File: config.mk
export PLATFORM = sky130hd
export DESIGN_NAME = xorshift_keystream_alt_byte_xor_top
export DESIGN_NICKNAME = d
export VERILOG_FILES = /design/src/xks_pkg.sv /design/src/xks_ctrl.sv /design/src/xks_dp.sv /design/src/xorshift_keystream_alt_byte_xor_top.sv
export SDC_FILE = /design/constraint.sdc
export NUM_CORES = 1
export LEC_CHECK = 0
export BUFFER_PORTS_ARGS = -buffer_cell sky130_fd_sc_hd__buf_4
export CAP_MARGIN = 20
export CORE_ASPECT_RATIO = 1.5
export CORE_UTILIZATION = 50
export DETAILED_ROUTE_END_ITERATION = 12
export PLACE_DENSITY = 0.67
export SLEW_MARGIN = 20
export SYNTH_ARGS = -nofsm -noshare
export SYNTH_HDL_FRONTEND = slang
export SYNTH_SLANG_ARGS = --single-unit
File: constraint.sdc
create_clock -name clock -period 6 [get_ports clock]
set_input_delay 1.2 -clock clock [delete_from_list [all_inputs] [get_ports clock]]
set_output_delay 1.2 -clock clock [all_outputs]
set_load 0.005 [all_outputs]
File: src/xks_pkg.sv
`default_nettype none
package xks_pkg;

   localparam int unsigned WORD_W   = 32;
   localparam int unsigned NUM_WORDS = 5;
   localparam int unsigned BYTE_W   = 8;
   localparam int unsigned SKIP_W   = 4;

   typedef logic [WORD_W-1:0] word_type;
   typedef logic [BYTE_W-1:0] byte_type;
   typedef logic [SKIP_W-1:0] skip_type;

   // seeding offsets for words one to four
   localparam word_type SEED_OFS_1 = 32'h159a_55e5;
   localparam word_type SEED_OFS_2 = 32'h1f12_3bb5;
   localparam word_type SEED_OFS_3 = 32'h0549_1333;
   localparam word_type SEED_OFS_4 = 32'h34da_d465;

   // commands from the controller to the datapath
   typedef struct packed {
      logic seed_load;  // load generator words from seed, hold data and last
      logic step;       // advance the generator by one output
      logic emit;       // write the output register
      logic use_held;   // emit from the held request instead of the live one
      logic mix_key;    // XOR the keystream byte in; also marks next byte odd
   } cmd_type;

   // status from the datapath to the controller
   typedef struct packed {
      logic     odd_position;
      logic     out_busy;
      skip_type skip;
   } status_type;

   // new fifth word of the xorshift generator
   function automatic word_type gen_top(input word_type first, input word_type top);
      word_type mix;
      mix = first ^ (first >> 7);
      return mix ^ (mix << 13) ^ top ^ (top << 6);
   endfunction

   // low byte of top * (2 * keep + 1); only low operand bytes matter mod 2^8
   function automatic byte_type key_byte(input word_type top, input word_type keep);
      logic [2*BYTE_W-1:0] prod;
      prod = {{BYTE_W{1'b0}}, top[BYTE_W-1:0]} *
             {{BYTE_W{1'b0}}, keep[BYTE_W-2:0], 1'b1};
      return prod[BYTE_W-1:0];
   endfunction

endpackage
`default_nettype wire

File: src/xks_ctrl.sv
`default_nettype none
module xks_ctrl (
   input  wire                     clock,
   input  wire                     reset,
   input  wire                     req_valid,
   input  wire                     req_start_req,
   output logic                    req_ready,
   input  xks_pkg::status_type     status,
   output xks_pkg::cmd_type        cmd
);
   import xks_pkg::*;

   localparam logic [1:0] ST_IDLE  = 2'd0;
   localparam logic [1:0] ST_FIRST = 2'd1;
   localparam logic [1:0] ST_SKIP  = 2'd2;
   localparam logic [1:0] ST_EMIT  = 2'd3;

   logic [1:0] state_ff, state_in;
   skip_type   cnt_ff, cnt_in;
   logic       accept;

   assign req_ready = (state_ff == ST_IDLE) && !status.out_busy;
   assign accept    = req_valid && req_ready;

   always_comb begin
      cmd      = '0;
      state_in = state_ff;
      cnt_in   = cnt_ff;
      unique case (state_ff)
         ST_IDLE: begin
            if (accept) begin
               if (req_start_req) begin
                  cmd.seed_load = 1'b1;
                  state_in      = ST_FIRST;
               end else begin
                  cmd.emit    = 1'b1;
                  cmd.step    = !status.odd_position;
                  cmd.mix_key = !status.odd_position;
               end
            end
         end
         ST_FIRST: begin
            // first output sets the skip count
            cmd.step = 1'b1;
            cnt_in   = status.skip;
            state_in = (status.skip == '0) ? ST_EMIT : ST_SKIP;
         end
         ST_SKIP: begin
            cmd.step = 1'b1;
            cnt_in   = cnt_ff - 1'b1;
            if (cnt_ff == skip_type'(1)) begin
               state_in = ST_EMIT;
            end
         end
         ST_EMIT: begin
            cmd.step     = 1'b1;
            cmd.emit     = 1'b1;
            cmd.use_held = 1'b1;
            cmd.mix_key  = 1'b1;
            state_in     = ST_IDLE;
         end
         default: begin
            state_in = ST_IDLE;
         end
      endcase
   end

   always_ff @(posedge clock) begin
      if (reset) begin
         state_ff <= ST_IDLE;
         cnt_ff   <= '0;
      end else begin
         state_ff <= state_in;
         cnt_ff   <= cnt_in;
      end
   end

endmodule
`default_nettype wire

File: src/xks_dp.sv
`default_nettype none
module xks_dp (
   input  wire                     clock,
   input  wire                     reset,
   input  xks_pkg::cmd_type        cmd,
   output xks_pkg::status_type     status,
   input  wire  [31:0]             req_seed,
   input  wire  [7:0]              req_data_in,
   input  wire                     req_last_in,
   output logic                    rsp_valid,
   input  wire                     rsp_ready,
   output logic [7:0]              rsp_data_out,
   output logic                    rsp_last_out
);
   import xks_pkg::*;

   word_type words_ff [NUM_WORDS];
   word_type words_in [NUM_WORDS];
   byte_type hold_data_ff;
   logic     hold_last_ff;
   logic     odd_ff, odd_in;
   logic     valid_ff, valid_in;
   byte_type data_ff, data_in;
   logic     last_ff, last_in;

   word_type top;
   byte_type key;
   byte_type src_data;

   assign top = gen_top(words_ff[0], words_ff[NUM_WORDS-1]);
   assign key = key_byte(top, words_ff[2]);

   always_comb begin
      words_in = words_ff;
      if (cmd.seed_load) begin
         words_in[0] = req_seed;
         words_in[1] = (req_seed >> 1) + SEED_OFS_1;
         words_in[2] = (req_seed >> 3) + SEED_OFS_2;
         words_in[3] = (req_seed >> 5) + SEED_OFS_3;
         words_in[4] = (req_seed >> 7) + SEED_OFS_4;
      end else if (cmd.step) begin
         words_in[0] = words_ff[1];
         words_in[1] = words_ff[2];
         words_in[2] = words_ff[3];
         words_in[3] = words_ff[4];
         words_in[4] = top;
      end
   end

   assign src_data = cmd.use_held ? hold_data_ff : req_data_in;

   always_comb begin
      odd_in   = odd_ff;
      data_in  = data_ff;
      last_in  = last_ff;
      valid_in = valid_ff && !rsp_ready;
      if (cmd.emit) begin
         odd_in   = cmd.mix_key;
         data_in  = src_data ^ (cmd.mix_key ? key : '0);
         last_in  = cmd.use_held ? hold_last_ff : req_last_in;
         valid_in = 1'b1;
      end
   end

   always_ff @(posedge clock) begin
      if (reset) begin
         for (int i = 0; i < NUM_WORDS; i++) begin
            words_ff[i] <= '0;
         end
         odd_ff   <= 1'b0;
         valid_ff <= 1'b0;
      end else begin
         words_ff <= words_in;
         odd_ff   <= odd_in;
         valid_ff <= valid_in;
      end
   end

   always_ff @(posedge clock) begin
      if (cmd.seed_load) begin
         hold_data_ff <= req_data_in;
         hold_last_ff <= req_last_in;
      end
      data_ff <= data_in;
      last_ff <= last_in;
   end

   assign status.odd_position = odd_ff;
   assign status.out_busy     = valid_ff && !rsp_ready;
   assign status.skip         = key[SKIP_W-1:0];

   assign rsp_valid    = valid_ff;
   assign rsp_data_out = data_ff;
   assign rsp_last_out = last_ff;

endmodule
`default_nettype wire

File: src/xorshift_keystream_alt_byte_xor_top.sv
// A byte without start is in the output register in the cycle after it is taken.
// A start byte is seeded, then ST_FIRST draws and sets skip, 0 to 15 (low four bits
// of the keystream byte), ST_SKIP draws skip more times and ST_EMIT draws and emits.
// Throughput: one byte per cycle for bytes without start while the output is not held.
// Reset (synchronous, active high) zeroes the generator words, the position flag,
// the controller state and the output valid.
`default_nettype none
module xorshift_keystream_alt_byte_xor_top (
   input  wire         clock,
   input  wire         reset,
   input  wire         req_valid,
   output logic        req_ready,
   input  wire         req_start_req,
   input  wire  [31:0] req_seed,
   input  wire  [7:0]  req_data_in,
   input  wire         req_last_in,
   output logic        rsp_valid,
   input  wire         rsp_ready,
   output logic [7:0]  rsp_data_out,
   output logic        rsp_last_out
);
   import xks_pkg::*;

   // Controller decides when to seed, draw and emit; the datapath holds the
   // five generator words, the position flag and the output register.
   cmd_type    cmd;
   status_type status;

   // Take a request only when the controller is idle and the output register
   // is empty or being drained in the same cycle.
   xks_ctrl u_ctrl (
      .clock         (clock),
      .reset         (reset),
      .req_valid     (req_valid),
      .req_start_req (req_start_req),
      .req_ready     (req_ready),
      .status        (status),
      .cmd           (cmd)
   );

   // Even-position bytes advance the generator and get XORed with the keystream byte;
   // odd-position bytes pass unchanged and hold the state.
   xks_dp u_dp (
      .clock        (clock),
      .reset        (reset),
      .cmd          (cmd),
      .status       (status),
      .req_seed     (req_seed),
      .req_data_in  (req_data_in),
      .req_last_in  (req_last_in),
      .rsp_valid    (rsp_valid),
      .rsp_ready    (rsp_ready),
      .rsp_data_out (rsp_data_out),
      .rsp_last_out (rsp_last_out)
   );

endmodule
`default_nettype wire

==> flow_summary.toml <==
[detailed_routing]
routedWlPerCell_um = 18.6
ant_nets = 0
finalWirelength_um = 33600
drc = 0
viasPerCell = 5.82
vias = 10500
drtIter0Drc = 820
drt_pre_antenna_iters = 9

[place]
place_congestion = 0.849
port_buffers = 56
place_area_mm2 = 0.0124
dpl.cell_count = 1782
dpl.hpwl_um = 23500

[floorplanning]
die_h_um = 191
die_w_um = 128
initial_core_util = 0.513
num_io_pins = 57
num_rows = 68
core_area_mm2 = 0.0232
dieArea_mm2 = 0.0244

[cells_and_area]
fillCellCount = 2216
regArea_mm2 = 0.00390
drive_gt1_frac = 0.0828
diodes = 0
fin_area_mm2 = 0.0129
layout_common_cells = "nand2_1 (320), dfxtp_1 (168), nor2_1 (155)"
stdcell_count = 1812
multi_input_area_mm2 = 0.00737
final_nets = 1576
final_common_cell = "nand2_1"
syn_to_final_growth_pct = 8.26

[worst_setup_path]
cp_data_arrival_time_ns = 5.27
crit_fanout = 10
worstSetupEndpointType = "flip-flop"
criticalPathCategory = "reg2reg"
rr_worst_depth = 19
cp.required_ns = 6.19
start_kind = "flip-flop"

[timing]
setup_tns_ns = 0
hold_viol = 0
rsz0062_at_grt = "no"
slew_headroom = 0.351
fmax_mhz = 197
finalMaxSlewViolations = 0
finalSetupViolCount = 0
min_period_over_period = 0.847
period_needed_ns = 5.08
tightest_slew_ns = 0.973
skew_ns = 0.0109

[yosys]
synthArstFlopShare = 0
ys_seq_area_frac = 0.328
yosys_most_used_dff = "dfxtp_1"
ys_ff_latch = 186
syn_area_per_cell_um2 = 7.85
synth.distinct_cells = 77
synth_warnings = 0
syn_inst = 1517
synth_edf_count = 18
synth_fp_nets = 1607
synth_area_mm2 = 0.0119

[global_route]
grt_use_total = 0.282
overflow = 0
grt_antenna_before_repair = 0
grt_max_degree = 88
grt_pass1_wl_um = 53300
grt_pass1_vias = 9754

[clock_tree]
htreeDepth = 4
cts-buffers-inserted = 17
tritoncts = "yes"
cts_hold_buf = 0
clk_pin_slew_ns = 0.06
cts.path.max_buffers = 2
clock-sinks = 186
post_cts_resized = 0
insertion_delay_ns = 0.45
postCtsSetupBuffers = 0
cts-root-buf = "clkbuf_16"

[pwr]
p_leak_nw = 4.60
swShare = 0.379
p_int_mw = 2.68
ir_drop_mv = 0.264
power_switching_mw = 1.64
p_per_area_mw_per_mm2 = 335
comb_power_share = 0.373
seqPwrFrac = 0.383
clock_power_share = 0.244

[run]
cap_viol_max_count = 0

[min_path]
hp-class = "reg2reg"
min_path_cells = 2

[run_status]
status = "completed"
[area by class of cell]
type,count,share of cell area
inverters,45,0.0131
flip-flops and latches,186,0.303
well taps,315,0.0306
repair buffers,70,0.0408
clock inverters,7,0.00349
clock buffers,23,0.0371
multi-input cells,1166,0.572
[per-stage QoR]
stage | setup WS, ns | total power [mW] | utilization | hold slack [ns]
after global placement | 0.950 | 3.26 | 0.532 | 0.443
after detailed placement | 0.887 | 3.28 | 0.532 | 0.445
final | 0.917 | 4.31 | 0.555 | 0.452
after CTS | 0.869 | 4.33 | 0.555 | 0.457
after global routing | 0.591 | 4.58 | 0.555 | 0.481
after floorplan | 1.34 | 2.86 | - | 0.429
[sequential cells by signal, summed over array words and instances (netlist names), 2 cells and up]
register and count:
u_dp.rsp_data_out 8, u_ctrl.cnt_ff 4, u_dp.hold_data_ff 8, u_ctrl.state_ff 2, u_dp.words_ff 160
[critical path: stages (launching register included)]
cell	delay [ns]
dfxtp_1	0.34
xnor2_1	0.19
xnor2_1	0.60
nand2_1	0.18
fa_1	0.48
fa_1	0.52
inv_1	0.04
ha_1	0.26
inv_1	0.05
fa_1	0.54
inv_1	0.04
ha_1	0.33
a21o_1	0.17
a21oi_1	0.17
xnor2_1	0.15
xnor2_1	0.14
xnor3_1	0.24
xnor2_1	0.14
nand2_1	0.08
xor2_1	0.16
[per-layer routing]
layer  global-route usage  wire [um]  part of all wire
met1                0.346      14100              0.42
met3               0.0364       1350             0.040
met5                    0          0                 0
met4                0.123       1260             0.038
met2                0.490      16900              0.50
[Yosys cell counts (all sizes together) (12+ instances only)]
master,count,area share
a211oi,21,0.013
a21oi,68,0.030
a311oi,101,0.074
a31oi,12,0.0076
and2,13,0.0068
and3,22,0.012
buf,36,0.014
clkbuf,84,0.026
dfxtp,168,0.28
edfxtp,18,0.045
fa,12,0.020
ha,32,0.034
inv,44,0.014
mux2i,19,0.016
nand2,320,0.10
nand3,22,0.0092
nor2,155,0.049
nor3,18,0.0076
o21ai,50,0.021
or3,22,0.012
xnor2,150,0.11
xor2,37,0.027
[logic make-up after synthesis]
| family | after synthesis | share of synthesized area |
|---|---|---|
| AO/OA/AOI/OAI | 313 | 0.192 |
| AND/OR/NAND/NOR | 599 | 0.213 |
| XOR/XNOR | 188 | 0.139 |
| multiplexers | 22 | 0.0188 |
| flip-flops | 186 | 0.328 |
| adder cells (fa/ha/maj) | 44 | 0.0538 |
| buffers and inverters | 165 | 0.0551 |
[path summary, 6_finish.rpt]
path / startpoint / to / slack (ns)
hold reg to reg: u_dp.words_ff[63]$_SDFFE_PP0P_ / u_dp.words_ff[63]$_SDFFE_PP0P_ / 0.45
setup reg to reg: u_dp.words_ff[135]$_SDFFE_PP0P_ / u_dp.rsp_data_out[7]$_DFFE_PP_ / 0.92
setup / recovery: u_dp.words_ff[135]$_SDFFE_PP0P_ / u_dp.rsp_data_out[7]$_DFFE_PP_ / 0.92
hold / removal: u_dp.words_ff[63]$_SDFFE_PP0P_ / u_dp.words_ff[63]$_SDFFE_PP0P_ / 0.45
[power groups by stage]
stage               clock (mW)  sequential [mW]  combinational [mW]
floorplan                    0             1.60                1.26
detailed placement           0             1.67                1.61
global route              1.11             1.67                1.79
finish                    1.05             1.65                1.61
CTS                       1.07             1.65                1.62
global placement             0             1.67                1.59
(Power assumes the default switching activity.)
